--- config.mk ---
export PLATFORM = sky130hd
export DESIGN_NAME = face_box_smoother_roi_crop_top_flat
export DESIGN_NICKNAME = d
export VERILOG_FILES = /design/src/hdl/fbs_pkg.sv /design/src/hdl/fbs_if.sv /design/src/hdl/face_box_smoother_roi_crop_top.sv /design/src/hdl/fbs_hist.sv /design/src/hdl/fbs_crop.sv /design/src/flat_wrapper.sv
export SDC_FILE = /design/constraint.sdc
export NUM_CORES = 2
export LEC_CHECK = 0
export ABC_AREA = 0
export BUFFER_PORTS_ARGS = -buffer_cell sky130_fd_sc_hd__clkbuf_2
export CORE_MARGIN = 2
export CORE_UTILIZATION = 40
export DETAILED_ROUTE_END_ITERATION = 16
export GPL_ROUTABILITY_DRIVEN = 0
export PLACE_DENSITY = 0.66
export SKIP_CTS_REPAIR_TIMING = 1
export SLEW_MARGIN = 15
export SYNTH_ARGS = -nofsm -noshare
export SYNTH_HDL_FRONTEND = slang
export SYNTH_HIERARCHICAL = 1
export SYNTH_SLANG_ARGS = --single-unit
--- constraint.sdc ---
create_clock -name clk_i -period 16.2 [get_ports clk_i]
set_input_delay 0 -clock clk_i [delete_from_list [all_inputs] [get_ports clk_i]]
set_output_delay 0 -clock clk_i [all_outputs]
set_load 0.005 [all_outputs]
--- src/hdl/fbs_pkg.sv ---
// ----------------------------------------------------------------------------
// Face box smoother package
// Shared widths, register codes, payload types and the constant dividers used
// by the crop arithmetic.
// ----------------------------------------------------------------------------
`default_nettype none

package fbs_pkg;

  localparam int COORD_W   = 13;
  localparam int BOX_W     = 9;
  localparam int NUM_EDGES = 4;

  localparam logic [COORD_W-1:0] COORD_MAX = 13'h1FFF;

  // Corner order inside an edge vector.
  localparam int EDGE_L = 0;
  localparam int EDGE_T = 1;
  localparam int EDGE_R = 2;
  localparam int EDGE_B = 3;

  // Configuration register indexes.
  localparam int CFG_IDX_W = 1;
  localparam logic [CFG_IDX_W-1:0] CFG_FRAME_WIDTH  = 1'b0;
  localparam logic [CFG_IDX_W-1:0] CFG_FRAME_HEIGHT = 1'b1;

  localparam logic [COORD_W-1:0] FRAME_WIDTH_RST  = 13'd1920;
  localparam logic [COORD_W-1:0] FRAME_HEIGHT_RST = 13'd1080;

  // Reciprocal constants: floor(n/10) for 13-bit n, floor(n/20) for 17-bit n.
  localparam int DIV10_SHIFT = 17;
  localparam logic [13:0] DIV10_MUL = 14'd13108;
  localparam int DIV10_P_W   = DIV10_SHIFT + COORD_W;
  localparam int DIV20_IN_W  = COORD_W + 4;
  localparam int DIV20_SHIFT = 22;
  localparam logic [17:0] DIV20_MUL = 18'd209716;

  typedef logic [NUM_EDGES-1:0][COORD_W-1:0] edge_t;

  typedef struct packed {
    logic             face_found;
    logic [BOX_W-1:0] box_left;
    logic [BOX_W-1:0] box_top;
    logic [BOX_W-1:0] box_width;
    logic [BOX_W-1:0] box_height;
  } box_t;

  // A smoothed box; ok low means the word yields an all-zero region.
  typedef struct packed {
    logic  ok;
    edge_t box;
  } smooth_t;

  function automatic logic [COORD_W-1:0] div10(input logic [COORD_W-1:0] n);
    logic [DIV10_P_W-1:0] p;
    begin
      p = DIV10_P_W'(n) * DIV10_P_W'(DIV10_MUL);
      return p[DIV10_SHIFT +: COORD_W];
    end
  endfunction

  function automatic logic [COORD_W-1:0] div20(input logic [DIV20_IN_W-1:0] n);
    logic [DIV20_IN_W+18-1:0] p;
    begin
      p = (DIV20_IN_W + 18)'(n) * (DIV20_IN_W + 18)'(DIV20_MUL);
      return p[DIV20_SHIFT +: COORD_W];
    end
  endfunction

endpackage

`default_nettype wire

--- src/hdl/fbs_if.sv ---
// ----------------------------------------------------------------------------
// Face box smoother channels
// Valid/ready channels for the incoming face box and the outgoing region.
// ----------------------------------------------------------------------------
`default_nettype none

interface fbs_box_if;
  logic                       valid;
  logic                       ready;
  logic                       face_found;
  logic [fbs_pkg::BOX_W-1:0]  box_left;
  logic [fbs_pkg::BOX_W-1:0]  box_top;
  logic [fbs_pkg::BOX_W-1:0]  box_width;
  logic [fbs_pkg::BOX_W-1:0]  box_height;

  modport source (output valid, face_found, box_left, box_top, box_width, box_height,
                  input ready);
  modport sink (input valid, face_found, box_left, box_top, box_width, box_height,
                output ready);
endinterface

interface fbs_roi_if;
  logic                         valid;
  logic                         ready;
  logic                         roi_valid;
  logic [fbs_pkg::COORD_W-1:0]  roi_left;
  logic [fbs_pkg::COORD_W-1:0]  roi_top;
  logic [fbs_pkg::COORD_W-1:0]  roi_width;
  logic [fbs_pkg::COORD_W-1:0]  roi_height;

  modport source (output valid, roi_valid, roi_left, roi_top, roi_width, roi_height,
                  input ready);
  modport sink (input valid, roi_valid, roi_left, roi_top, roi_width, roi_height,
                output ready);
endinterface

`default_nettype wire

--- src/hdl/face_box_smoother_roi_crop_top.sv ---
// ----------------------------------------------------------------------------
// Face box smoother with region-of-interest crop
// One face box word per video frame enters on box_i; one region word leaves
// on roi_o for every box word, in order. Both channels move a word when
// valid and ready are high at a rising edge of clk_i.
// The box is scaled up, averaged over the last WINDOW stored boxes once the
// history is full, and cropped; a cropped right or bottom edge outside the frame
// set by the frame_width and frame_height registers (written through cfg_we_i,
// cfg_index_i and cfg_data_i) keeps its uncropped value. The user must write
// them only while no word is in flight; the block does not enforce it. A word
// is taken in every cycle while the receiver keeps ready high; its region goes
// through the input register, history stage, margin stage and output register.
// Reset empties the pipeline and the history and restores the frame size to
// 1920 by 1080. When the receiver holds ready low, each stage keeps its word
// and box_i stays ready until the four registers are full.
// ----------------------------------------------------------------------------
`default_nettype none

module face_box_smoother_roi_crop_top #(
  parameter int WINDOW  = 7,
  parameter int UPSCALE = 8
) (
  input  logic                          clk_i,
  input  logic                          rst_ni,
  input  logic                          cfg_we_i,
  input  logic [fbs_pkg::CFG_IDX_W-1:0] cfg_index_i,
  input  logic [fbs_pkg::COORD_W-1:0]   cfg_data_i,
  fbs_box_if.sink                       box_i,
  fbs_roi_if.source                     roi_o
);

  logic [fbs_pkg::COORD_W-1:0] frame_width_q;
  logic [fbs_pkg::COORD_W-1:0] frame_height_q;
  logic                        in_vld_q;
  fbs_pkg::box_t               in_q;
  logic                        hist_ready;
  logic                        smooth_vld;
  logic                        crop_ready;
  fbs_pkg::smooth_t            smooth;

  always_ff @(posedge clk_i or negedge rst_ni) begin
    if (!rst_ni) begin
      frame_width_q  <= fbs_pkg::FRAME_WIDTH_RST;
      frame_height_q <= fbs_pkg::FRAME_HEIGHT_RST;
    end else if (cfg_we_i) begin
      unique case (cfg_index_i)
        fbs_pkg::CFG_FRAME_WIDTH:  frame_width_q  <= cfg_data_i;
        fbs_pkg::CFG_FRAME_HEIGHT: frame_height_q <= cfg_data_i;
        default: ;
      endcase
    end
  end

  assign box_i.ready = !in_vld_q || hist_ready;

  always_ff @(posedge clk_i or negedge rst_ni) begin
    if (!rst_ni) begin
      in_vld_q <= 1'b0;
    end else if (box_i.ready) begin
      in_vld_q <= box_i.valid;
    end
  end

  always_ff @(posedge clk_i) begin
    if (box_i.valid && box_i.ready) begin
      in_q.face_found <= box_i.face_found;
      in_q.box_left   <= box_i.box_left;
      in_q.box_top    <= box_i.box_top;
      in_q.box_width  <= box_i.box_width;
      in_q.box_height <= box_i.box_height;
    end
  end

  fbs_hist #(
    .WINDOW  (WINDOW),
    .UPSCALE (UPSCALE)
  ) u_hist (
    .clk_i       (clk_i),
    .rst_ni      (rst_ni),
    .in_valid_i  (in_vld_q),
    .in_ready_o  (hist_ready),
    .in_box_i    (in_q),
    .out_valid_o (smooth_vld),
    .out_ready_i (crop_ready),
    .out_box_o   (smooth)
  );

  fbs_crop u_crop (
    .clk_i          (clk_i),
    .rst_ni         (rst_ni),
    .in_valid_i     (smooth_vld),
    .in_ready_o     (crop_ready),
    .in_box_i       (smooth),
    .frame_width_i  (frame_width_q),
    .frame_height_i (frame_height_q),
    .roi_o          (roi_o)
  );

endmodule

`default_nettype wire

--- src/hdl/fbs_hist.sv ---
// ----------------------------------------------------------------------------
// Face box smoother history stage
// Scales the box to full resolution, keeps the ring of recent boxes with
// running corner sums, and registers either the box itself or the mean.
// ----------------------------------------------------------------------------
`default_nettype none

module fbs_hist #(
  parameter int WINDOW  = 7,
  parameter int UPSCALE = 8
) (
  input  logic             clk_i,
  input  logic             rst_ni,
  input  logic             in_valid_i,
  output logic             in_ready_o,
  input  fbs_pkg::box_t    in_box_i,
  output logic             out_valid_o,
  input  logic             out_ready_i,
  output fbs_pkg::smooth_t out_box_o
);

  localparam int CW      = fbs_pkg::COORD_W;
  localparam int SW      = CW + $clog2(WINDOW);
  localparam int PTR_W   = $clog2(WINDOW);
  localparam int FILL_W  = $clog2(WINDOW + 1);
  localparam int PW      = 2 * SW + 1;
  localparam int DIV_K   = SW + $clog2(WINDOW);
  localparam int DIV_M_I = ((1 << DIV_K) + WINDOW - 1) / WINDOW;
  localparam logic [SW:0] DIV_M = (SW + 1)'(DIV_M_I);
  localparam int BW1     = fbs_pkg::BOX_W + 1;
  localparam int SCW_MIN = BW1 + $clog2(UPSCALE + 1);
  localparam int SCW     = (SCW_MIN > CW) ? SCW_MIN : CW;

  fbs_pkg::edge_t   hist_q [WINDOW];
  logic [SW-1:0]    sum_q [fbs_pkg::NUM_EDGES];
  logic [SW-1:0]    sum_d [fbs_pkg::NUM_EDGES];
  logic [SW:0]      acc [fbs_pkg::NUM_EDGES];
  logic [PW-1:0]    prod [fbs_pkg::NUM_EDGES];
  logic [PTR_W-1:0] pos_q;
  logic [FILL_W-1:0] fill_q;
  logic             vld_q;
  fbs_pkg::smooth_t res_q;
  fbs_pkg::edge_t   scaled;
  fbs_pkg::edge_t   mean;
  logic             full;
  logic             use_box;
  logic             adv;

  function automatic logic [CW-1:0] scale_sat(input logic [BW1-1:0] v);
    logic [SCW-1:0] p;
    begin
      p = SCW'(v) * SCW'(UPSCALE);
      return (p > SCW'(fbs_pkg::COORD_MAX)) ? fbs_pkg::COORD_MAX : p[CW-1:0];
    end
  endfunction

  assign in_ready_o  = !vld_q || out_ready_i;
  assign adv         = in_valid_i && in_ready_o;
  assign out_valid_o = vld_q;
  assign out_box_o   = res_q;

  always_comb begin
    scaled[fbs_pkg::EDGE_L] = scale_sat(BW1'(in_box_i.box_left));
    scaled[fbs_pkg::EDGE_T] = scale_sat(BW1'(in_box_i.box_top));
    scaled[fbs_pkg::EDGE_R] = scale_sat(BW1'(in_box_i.box_left) + BW1'(in_box_i.box_width));
    scaled[fbs_pkg::EDGE_B] = scale_sat(BW1'(in_box_i.box_top) + BW1'(in_box_i.box_height));
  end

  assign use_box = in_box_i.face_found
                   && (scaled[fbs_pkg::EDGE_R] > scaled[fbs_pkg::EDGE_L])
                   && (scaled[fbs_pkg::EDGE_B] > scaled[fbs_pkg::EDGE_T]);
  assign full    = (fill_q == FILL_W'(WINDOW));

  // The mean covers only the stored boxes; the incoming one replaces the
  // oldest entry afterwards, so the running sum drops that entry as well.
  always_comb begin
    for (int k = 0; k < fbs_pkg::NUM_EDGES; k++) begin
      prod[k]  = PW'(sum_q[k]) * PW'(DIV_M);
      mean[k]  = prod[k][DIV_K +: CW];
      acc[k]   = (SW + 1)'(sum_q[k]) + (SW + 1)'(scaled[k])
                 - (full ? (SW + 1)'(hist_q[pos_q][k]) : '0);
      sum_d[k] = acc[k][SW-1:0];
    end
  end

  always_ff @(posedge clk_i or negedge rst_ni) begin
    if (!rst_ni) begin
      vld_q  <= 1'b0;
      pos_q  <= '0;
      fill_q <= '0;
      for (int k = 0; k < fbs_pkg::NUM_EDGES; k++) begin
        sum_q[k] <= '0;
      end
    end else begin
      if (in_ready_o) begin
        vld_q <= in_valid_i;
      end
      if (adv && use_box) begin
        for (int k = 0; k < fbs_pkg::NUM_EDGES; k++) begin
          sum_q[k] <= sum_d[k];
        end
        pos_q <= (pos_q == PTR_W'(WINDOW - 1)) ? '0 : pos_q + PTR_W'(1);
        if (!full) begin
          fill_q <= fill_q + FILL_W'(1);
        end
      end
    end
  end

  always_ff @(posedge clk_i) begin
    if (adv && use_box) begin
      hist_q[pos_q] <= scaled;
    end
    if (adv) begin
      res_q.ok  <= use_box;
      res_q.box <= full ? mean : scaled;
    end
  end

endmodule

`default_nettype wire

--- src/hdl/fbs_crop.sv ---
// ----------------------------------------------------------------------------
// Face box smoother crop stages
// Works out the crop margins of the smoothed box, then crops the edges, keeping
// the old right or bottom edge where the new one is outside the frame, and registers the region on the output channel.
// ----------------------------------------------------------------------------
`default_nettype none

module fbs_crop (
  input  logic                        clk_i,
  input  logic                        rst_ni,
  input  logic                        in_valid_i,
  output logic                        in_ready_o,
  input  fbs_pkg::smooth_t            in_box_i,
  input  logic [fbs_pkg::COORD_W-1:0] frame_width_i,
  input  logic [fbs_pkg::COORD_W-1:0] frame_height_i,
  fbs_roi_if.source                   roi_o
);

  localparam int CW  = fbs_pkg::COORD_W;
  localparam int H11 = fbs_pkg::DIV20_IN_W;

  typedef struct packed {
    logic           ok;
    fbs_pkg::edge_t box;
    logic [CW-1:0]  q10;
    logic [CW-1:0]  q55;
    logic [CW-1:0]  q5;
  } crop_t;

  crop_t         mid_q;
  logic          mid_vld_q;
  logic          mid_ready;
  logic          out_vld_q;
  logic          out_ready;
  logic [CW-1:0] sl, st, sr, sb, w, h;
  logic [H11-1:0] h11;
  logic [CW-1:0] nl, nt, nr, nb, nr_c, nb_c;
  logic [CW-1:0] x0, x1, y0, y1;
  logic          roi_ok;
  logic          roi_valid_q;
  logic [CW-1:0] roi_left_q, roi_top_q, roi_width_q, roi_height_q;

  assign out_ready  = !out_vld_q || roi_o.ready;
  assign mid_ready  = !mid_vld_q || out_ready;
  assign in_ready_o = mid_ready;

  // Margins of the smoothed box.
  always_comb begin
    sl  = in_box_i.box[fbs_pkg::EDGE_L];
    st  = in_box_i.box[fbs_pkg::EDGE_T];
    sr  = in_box_i.box[fbs_pkg::EDGE_R];
    sb  = in_box_i.box[fbs_pkg::EDGE_B];
    w   = sr - sl;
    h   = sb - st;
    h11 = (H11'(h) << 3) + (H11'(h) << 1) + H11'(h);
  end

  // The left and top edges only move inwards, so the rule that keeps them
  // when they reach zero can never change them.
  always_comb begin
    nl   = mid_q.box[fbs_pkg::EDGE_L] + mid_q.q10;
    nt   = mid_q.box[fbs_pkg::EDGE_T] + mid_q.q55;
    nr   = mid_q.box[fbs_pkg::EDGE_R] - mid_q.q10;
    nb   = mid_q.box[fbs_pkg::EDGE_B] - mid_q.q5;
    nr_c = (nr >= frame_width_i) ? mid_q.box[fbs_pkg::EDGE_R] : nr;
    nb_c = (nb >= frame_height_i) ? mid_q.box[fbs_pkg::EDGE_B] : nb;
    x0   = (nl < nr_c) ? nl : nr_c;
    x1   = (nl < nr_c) ? nr_c : nl;
    y0   = (nt < nb_c) ? nt : nb_c;
    y1   = (nt < nb_c) ? nb_c : nt;
    roi_ok = mid_q.ok && (x1 != x0) && (y1 != y0);
  end

  always_ff @(posedge clk_i or negedge rst_ni) begin
    if (!rst_ni) begin
      mid_vld_q <= 1'b0;
      out_vld_q <= 1'b0;
    end else begin
      if (mid_ready) begin
        mid_vld_q <= in_valid_i;
      end
      if (out_ready) begin
        out_vld_q <= mid_vld_q;
      end
    end
  end

  always_ff @(posedge clk_i) begin
    if (in_valid_i && mid_ready) begin
      mid_q.ok  <= in_box_i.ok && (sr > sl) && (sb > st);
      mid_q.box <= in_box_i.box;
      mid_q.q10 <= fbs_pkg::div10(w);
      mid_q.q55 <= fbs_pkg::div20(h11);
      mid_q.q5  <= fbs_pkg::div20(H11'(h));
    end
    if (mid_vld_q && out_ready) begin
      roi_valid_q  <= roi_ok;
      roi_left_q   <= roi_ok ? x0 : '0;
      roi_top_q    <= roi_ok ? y0 : '0;
      roi_width_q  <= roi_ok ? x1 - x0 : '0;
      roi_height_q <= roi_ok ? y1 - y0 : '0;
    end
  end

  assign roi_o.valid      = out_vld_q;
  assign roi_o.roi_valid  = roi_valid_q;
  assign roi_o.roi_left   = roi_left_q;
  assign roi_o.roi_top    = roi_top_q;
  assign roi_o.roi_width  = roi_width_q;
  assign roi_o.roi_height = roi_height_q;

endmodule

`default_nettype wire
--- src/flat_wrapper.sv ---
// flat-port wrapper written by rule: the top's interface ports become plain ports
module face_box_smoother_roi_crop_top_flat 
#(
  parameter int WINDOW  = 7,
  parameter int UPSCALE = 8
)
  (clk_i, rst_ni, cfg_we_i, cfg_index_i, cfg_data_i, box_i_valid, box_i_face_found, box_i_box_left, box_i_box_top, box_i_box_width, box_i_box_height, box_i_ready, roi_o_valid, roi_o_roi_valid, roi_o_roi_left, roi_o_roi_top, roi_o_roi_width, roi_o_roi_height, roi_o_ready);
  fbs_box_if box_i_i ();
  fbs_roi_if roi_o_i ();
  input  logic clk_i;
  input  logic rst_ni;
  input  logic cfg_we_i;
  input  logic [fbs_pkg::CFG_IDX_W-1:0] cfg_index_i;
  input  logic [fbs_pkg::COORD_W-1:0] cfg_data_i;
  input wire logic [$bits(box_i_i.valid)-1:0] box_i_valid;
  input wire logic [$bits(box_i_i.face_found)-1:0] box_i_face_found;
  input wire logic [$bits(box_i_i.box_left)-1:0] box_i_box_left;
  input wire logic [$bits(box_i_i.box_top)-1:0] box_i_box_top;
  input wire logic [$bits(box_i_i.box_width)-1:0] box_i_box_width;
  input wire logic [$bits(box_i_i.box_height)-1:0] box_i_box_height;
  output wire logic [$bits(box_i_i.ready)-1:0] box_i_ready;
  output wire logic [$bits(roi_o_i.valid)-1:0] roi_o_valid;
  output wire logic [$bits(roi_o_i.roi_valid)-1:0] roi_o_roi_valid;
  output wire logic [$bits(roi_o_i.roi_left)-1:0] roi_o_roi_left;
  output wire logic [$bits(roi_o_i.roi_top)-1:0] roi_o_roi_top;
  output wire logic [$bits(roi_o_i.roi_width)-1:0] roi_o_roi_width;
  output wire logic [$bits(roi_o_i.roi_height)-1:0] roi_o_roi_height;
  input wire logic [$bits(roi_o_i.ready)-1:0] roi_o_ready;
  assign box_i_i.valid = box_i_valid;
  assign box_i_i.face_found = box_i_face_found;
  assign box_i_i.box_left = box_i_box_left;
  assign box_i_i.box_top = box_i_box_top;
  assign box_i_i.box_width = box_i_box_width;
  assign box_i_i.box_height = box_i_box_height;
  assign box_i_ready = box_i_i.ready;
  assign roi_o_valid = roi_o_i.valid;
  assign roi_o_roi_valid = roi_o_i.roi_valid;
  assign roi_o_roi_left = roi_o_i.roi_left;
  assign roi_o_roi_top = roi_o_i.roi_top;
  assign roi_o_roi_width = roi_o_i.roi_width;
  assign roi_o_roi_height = roi_o_i.roi_height;
  assign roi_o_i.ready = roi_o_ready;
  face_box_smoother_roi_crop_top #(.WINDOW(WINDOW), .UPSCALE(UPSCALE)) u_core (.clk_i(clk_i), .rst_ni(rst_ni), .cfg_we_i(cfg_we_i), .cfg_index_i(cfg_index_i), .cfg_data_i(cfg_data_i), .box_i(box_i_i), .roi_o(roi_o_i));
endmodule
=== After elaboration in Yosys (flattened, before gate mapping) ===
Memory sizes are Yosys's and may differ from the RTL's.
Cells that the tools add are included.

* RAM bits: 308
* Register bits after elaboration: 328
* Memories: 1
* Input port bits: 56

{| class="wikitable"
|+ Memories
! name !! depth !! width !! read ports !! clocked after memory_dff !! write ports !! line !! text
|-
| u_core.u_hist.hist_q || 7 || 44 || 1 || 0 || 1 || fbs_hist.sv:34 || <nowiki>fbs_pkg::edge_t hist_q [WINDOW];</nowiki>
|}

* Eq/ne operators: 4
* $add $sub $neg: 22
* Mux-type cells: 16
* Magnitude comparators: 10
* Reduce and logical (&&, ||, !) cells: 22
* Multiply operators: 7
* Bitwise gates (word level): 2

{| class="wikitable"
|+ Operators with widths
! operator !! number
|-
| two-way mux 13 bit || 12
|-
| multiplier 16 x 17 -> 32 bit (second input constant) || 4
|-
| subtractor 16 x 13 -> 16 bit || 4
|-
| two-way mux 52 bit || 1
|-
| subtractor 13 bit || 4
|-
| multiplier 17 x 16 -> 33 bit (second input constant) || 1
|-
| adder 16 x 12 -> 16 bit || 2
|-
| adder 16 x 13 -> 16 bit || 2
|-
| multiplier 13 x 16 -> 29 bit (second input constant) || 1
|-
| >= comparator 13 bit || 2
|-
| > comparator 13 x 12 -> 1 bit || 2
|-
| > comparator 13 bit || 2
|-
| > comparator 13 bit (second input constant) || 2
|-
| less-than comparator 13 bit || 2
|-
| inequality test 13 bit || 2
|-
| multiplier 13 x 12 -> 25 bit (second input constant) || 1
|-
| adder 9 x 9 -> 10 bit || 2
|-
| adder 16 x 14 -> 17 bit || 1
|-
| adder 17 x 13 -> 17 bit || 1
|-
| adder 13 x 10 -> 13 bit || 1
|-
| adder 13 bit || 1
|-
| subtractor 13 x 10 -> 13 bit || 1
|-
| subtractor 13 x 9 -> 13 bit || 1
|-
| logical AND 1 bit || 11
|-
| other kinds (8) || 20
|}

=== Logic depth before layout (Yosys ltp) ===
* Depth after elaboration: 9
* Mapped depth: 44
* Gate-level depth less buffers: 44

=== Hierarchy ===
The synthesis kept the hierarchy.

{| class="wikitable"
|+ By module, submodules not included
! module !! area each (um2) !! cells each !! instances
|-
| fbs_hist || 30,974.7 || 2,713 || 1
|-
| fbs_crop || 21,797.2 || 2,212 || 1
|-
| face_box_smoother_roi_crop_top || 2,188.3 || 97 || 1
|}

=== Worst setup path before layout ===
Ideal clock, no wire load.

* Kind: reg2reg
* Start: register u_core.u_hist.res_q (netlist bit u_core/u_hist/out_box_o[13])
* End: register u_core/u_crop/mid_q[25] (netlist bit) (data pin)
* Slack: 6,362 ps
* Buffers on the path: 0
* Period minus slack after synthesis: 9,838 ps
* Arrival time: 9,578 ps
* Cell stages (with the launch flop): 43
* Data required time: 15,940 ps
* Cells stage by stage: edfxtp_1 ha_1 fa_1 nor2b_1 o21ai_0 nand2b_1 xor2_1 inv_1 fa_1 inv_1 ha_1 a21oi_1 o21ai_0 a21oi_1 o21bai_1 a21oi_1 nor2_1 a211o_1 [7 not listed] inv_1 fa_1 fa_1 inv_1 fa_1 inv_1 ha_1 a21o_1 a21o_1 a211oi_1 a311oi_1 o211ai_1 nand3_1 o21ai_0 a21boi_0 o2111ai_1 nand3b_1 xnor2_1

* Longest elaborated chain between the ends: 4

{| class="wikitable"
|+ Ends and longest elaborated chain
! element !! line !! text
|-
| start, declared || fbs_hist.sv:42 || <nowiki>fbs_pkg::smooth_t res_q;</nowiki>
|-
| subtractor 13 bit (*) || fbs_crop.sv:54 || <nowiki>h = sb - st;</nowiki>
|-
| adder 16 x 14 -> 17 bit || fbs_crop.sv:55 || <nowiki>h11 = (H11'(h) << 3) + (H11'(h) << 1) + H11'(h);</nowiki>
|-
| adder 17 x 13 -> 17 bit (*) || fbs_crop.sv:55 ||
|-
| multiplier 17 x 16 -> 33 bit (*) || fbs_pkg.sv:65 || <nowiki>p = (DIV20_IN_W + 18)'(n) * (DIV20_IN_W + 18)'(DIV20_MUL);</nowiki>
|-
| end, declared || fbs_crop.sv:30 || <nowiki>crop_t mid_q;</nowiki>
|}

Mark *: on every way between the ends. The rest lies on a longest branch, timed or not.
A chain may end at the register's enable or synchronous reset.

=== Worst setup path in the final report ===
* Start: register u_core.u_hist.res_q (netlist bit u_core/u_hist/out_box_o[14])
* End: register u_core/u_crop/mid_q[23] (netlist bit) (data pin)

Same word-level chain as after synthesis.

==> flow_summary.json <==
{
  "final_cell_area_um2": 60500,
  "grt_start_max_net_pins": 72,
  "synth-edff-count": 494,
  "synthArstFlopShare_pct": 15.1,
  "place_inst": 6933,
  "clockBufferDepth": 3,
  "cp_data_required_time_ns": 16.59,
  "clock_latency_ns": 0.66,
  "fill_cells": 12600,
  "grt_pass1_vias": 37900,
  "die_width_um": 375,
  "overflow": 0,
  "use_met1_pct": 25.7,
  "slowest_stage": "a311oi_1",
  "die_area_um2": 140000,
  "wl_mm": 124,
  "hold_viol": 0,
  "reg2reg_to": "u_core/u_crop/mid_q[23]",
  "ys_seq_elements": 582,
  "gr-max-usage-layer": "met2",
  "cp_common_cell": "inv_1",
  "gr-usage-all-layers_pct": 17.7,
  "htree_levels": 2,
  "ys_seq_area_share_pct": 31.0,
  "final_nets": 6694,
  "skew_ns": 0.0504,
  "drt_pre_antenna_iters": 5,
  "worst_r2r_path_depth": 41,
  "fin_tns_setup_ns": 0,
  "clkTransAtPathRegs_ns": 0.06,
  "cp_num_cells": 41,
  "fin_cells": 7100,
  "rsz0062_at_grt": "false",
  "cp-end-kind": "flop",
  "syn_inst": 5022,
  "fmax_ghz": 0.0884,
  "yosysTopAreaCell": "edfxtp_1",
  "numCtsBuffers": 59,
  "setup.worst_path.class": "reg -> reg",
  "reg2reg_slack_ns": 4.89,
  "synth_top_area_share_pct": 27.0,
  "drive_gt1_share_pct": 8.10,
  "first_iter_violations": 2451,
  "start_kind": "flop",
  "syn_area_um2": 55000,
  "crit_arrival_ns": 11.71,
  "use_met2_pct": 28.5,
  "portBuffers": 110,
  "ios": 111,
  "yosysWarnings": 6,
  "grt_pass1_wl_mm": 201,
  "drc_errors": 0,
  "initial_utilization_pct": 40.1,
  "syn2layout_area_growth_pct": 10.2,
  "timing.critical_path.buf_inv": 6,
  "critical_path_peak_fanout": 8,
  "rows": 136,
  "viasPerCell": 5.26,
  "mostFrequentLayoutCell": "ha_1",
  "final_util_pct": 44.2,
  "maxSlewViolCount": 0,
  "antenna_found_initial": 1,
  "grt_util_met3_pct": 1.73,
  "multi_input_area_um2": 34500,
  "setup_viol": 0,
  "die_h_um": 375,
  "cts_tree": "built",
  "coreArea_um2": 137000,
  "netlist_top_cells_area": "edfxtp_1 (27%), ha_1 (23%), fa_1 (14%)",
  "numClockSinks": 582,
  "status": "completed",
  "tightest_slew_ns": 1.15,
  "min_period_over_period_pct": 69.8,
  "dpl_cell_area_um2": 58000,
  "cts_root_buf": "clkbuf_16",
  "r2r-start": "u_core/u_hist/out_box_o[14]",
  "synth_flop_cell": "edfxtp_1",
  "avgRoutedWirePerCell_um": 17.4,
  "fin_crit_ns": 11.31,
  "critical_path.top_delay_family": "adder cells",
  "maxCapViolCount": 0,
  "seqCellArea_um2": 17000,
  "syn_avg_cell_area_um2": 10.9,
  "min_path_type": "in -> async",
  "layout_common_cells": "ha_1 (999), inv_1 (861), edfxtp_1 (494)",
  "hpwl_mm": 98.4,
  "max-slew-margin-rel_pct": 23.5,
  "antenna_cells": 0,
  "slowest_delay_ns": 0.64,
  "ys_types": 117,
  "detail-route-antenna-nets": 0,
  "detailroute.via_count": 37300
}
==> logic make-up (layout without fill, tap and decap cells) <==
family / Yosys count / in the layout / synth area share [%]
xor+xnor: 215 / 215 / 3.43
compound gates: 890 / 890 / 11.4
fa+ha+maj: 1381 / 1381 / 36.6
other cells: 2 / 44 / 0.0137
buf+inv: 947 / 1189 / 6.57
mux: 160 / 160 / 3.18
flops: 582 / 582 / 31.0
simple gates: 845 / 845 / 7.79
==> flip-flops by register name (all words and copies together), names as in the netlist, 3 cells and up <==
| name | count |
|---|---|
| u_core/u_crop/roi_o.roi_height | 13 |
| u_core/in_q | 37 |
| u_core/u_hist/pos_q | 3 |
| u_core/u_hist/sum_q | 52 |
| u_core/u_hist/out_box_o | 53 |
| u_core/u_crop/mid_q | 85 |
| u_core/u_hist/hist_q | 266 |
| u_core/u_crop/roi_o.roi_left | 13 |
| u_core/u_crop/roi_o.roi_top | 13 |
| u_core/u_crop/roi_o.roi_width | 13 |
| u_core/frame_height_q | 13 |
| u_core/u_hist/fill_q | 3 |
| u_core/frame_width_q | 13 |
==> area by class of cell <==
cell class | count | share of cell area [%]
repair buffers | 216 | 2.46
flip-flops and latches | 582 | 28.2
multi-input cells | 3535 | 57.0
inverters | 863 | 5.35
clock inverters | 32 | 0.709
clock buffers | 78 | 2.61
well taps | 1794 | 3.71
==> Yosys cell counts, types with 15 or more instances <==
master	instances
a211oi_1	31
a21o_1	106
a21oi_1	182
a22o_1	19
a22oi_1	83
a31oi_1	50
and2_1	41
and3_1	32
clkbuf_1	59
dfrtp_1	80
edfxtp_1	494
fa_1	381
ha_1	1000
inv_1	862
mux2_2	51
mux2i_1	84
nand2_1	186
nand2b_1	39
nand3_1	57
nand4_1	26
nor2_1	216
nor2b_1	29
nor3_1	76
nor3b_1	15
o21a_1	44
o21ai_0	139
o21bai_1	20
o31ai_1	26
or2_2	27
or3_1	23
xnor2_1	128
xor2_1	87
==> how the worst max path moves through the flow <==
stage	from	end	slack, ns
CTS	u_core/u_hist/out_box_o[14]	u_core/u_crop/mid_q[23]	4.97
global placement	u_core/u_hist/out_box_o[14]	u_core/u_crop/mid_q[25]	5.38
floorplan	u_core/u_hist/out_box_o[13]	u_core/u_crop/mid_q[25]	6.36
detailed placement	u_core/u_hist/out_box_o[14]	u_core/u_crop/mid_q[23]	5.07
finish	u_core/u_hist/out_box_o[14]	u_core/u_crop/mid_q[23]	4.89
global route	u_core/u_hist/out_box_o[14]	u_core/u_crop/mid_q[25]	4.01
==> metal layers <==
metal / part of all wire (%) / up-vias
met4: 2.0 / 0
met5: 0 / -
li1: - / 18000
met2: 45 / 905
met1: 48 / 18200
met3: 4.6 / 155
==> through the flow <==
stage	hold slack, ns	setup slack (ns)
after detailed placement	-0.0648	5.07
final	0.0334	4.89
after floorplan	-0.296	6.36
after global placement	-0.0707	5.38
after CTS	-0.763	4.97
after global routing	0.0211	4.01
Power is left out: the tool's default activity adds up to more than one toggle a clock period on the data nets, which glitch-free logic cannot reach.
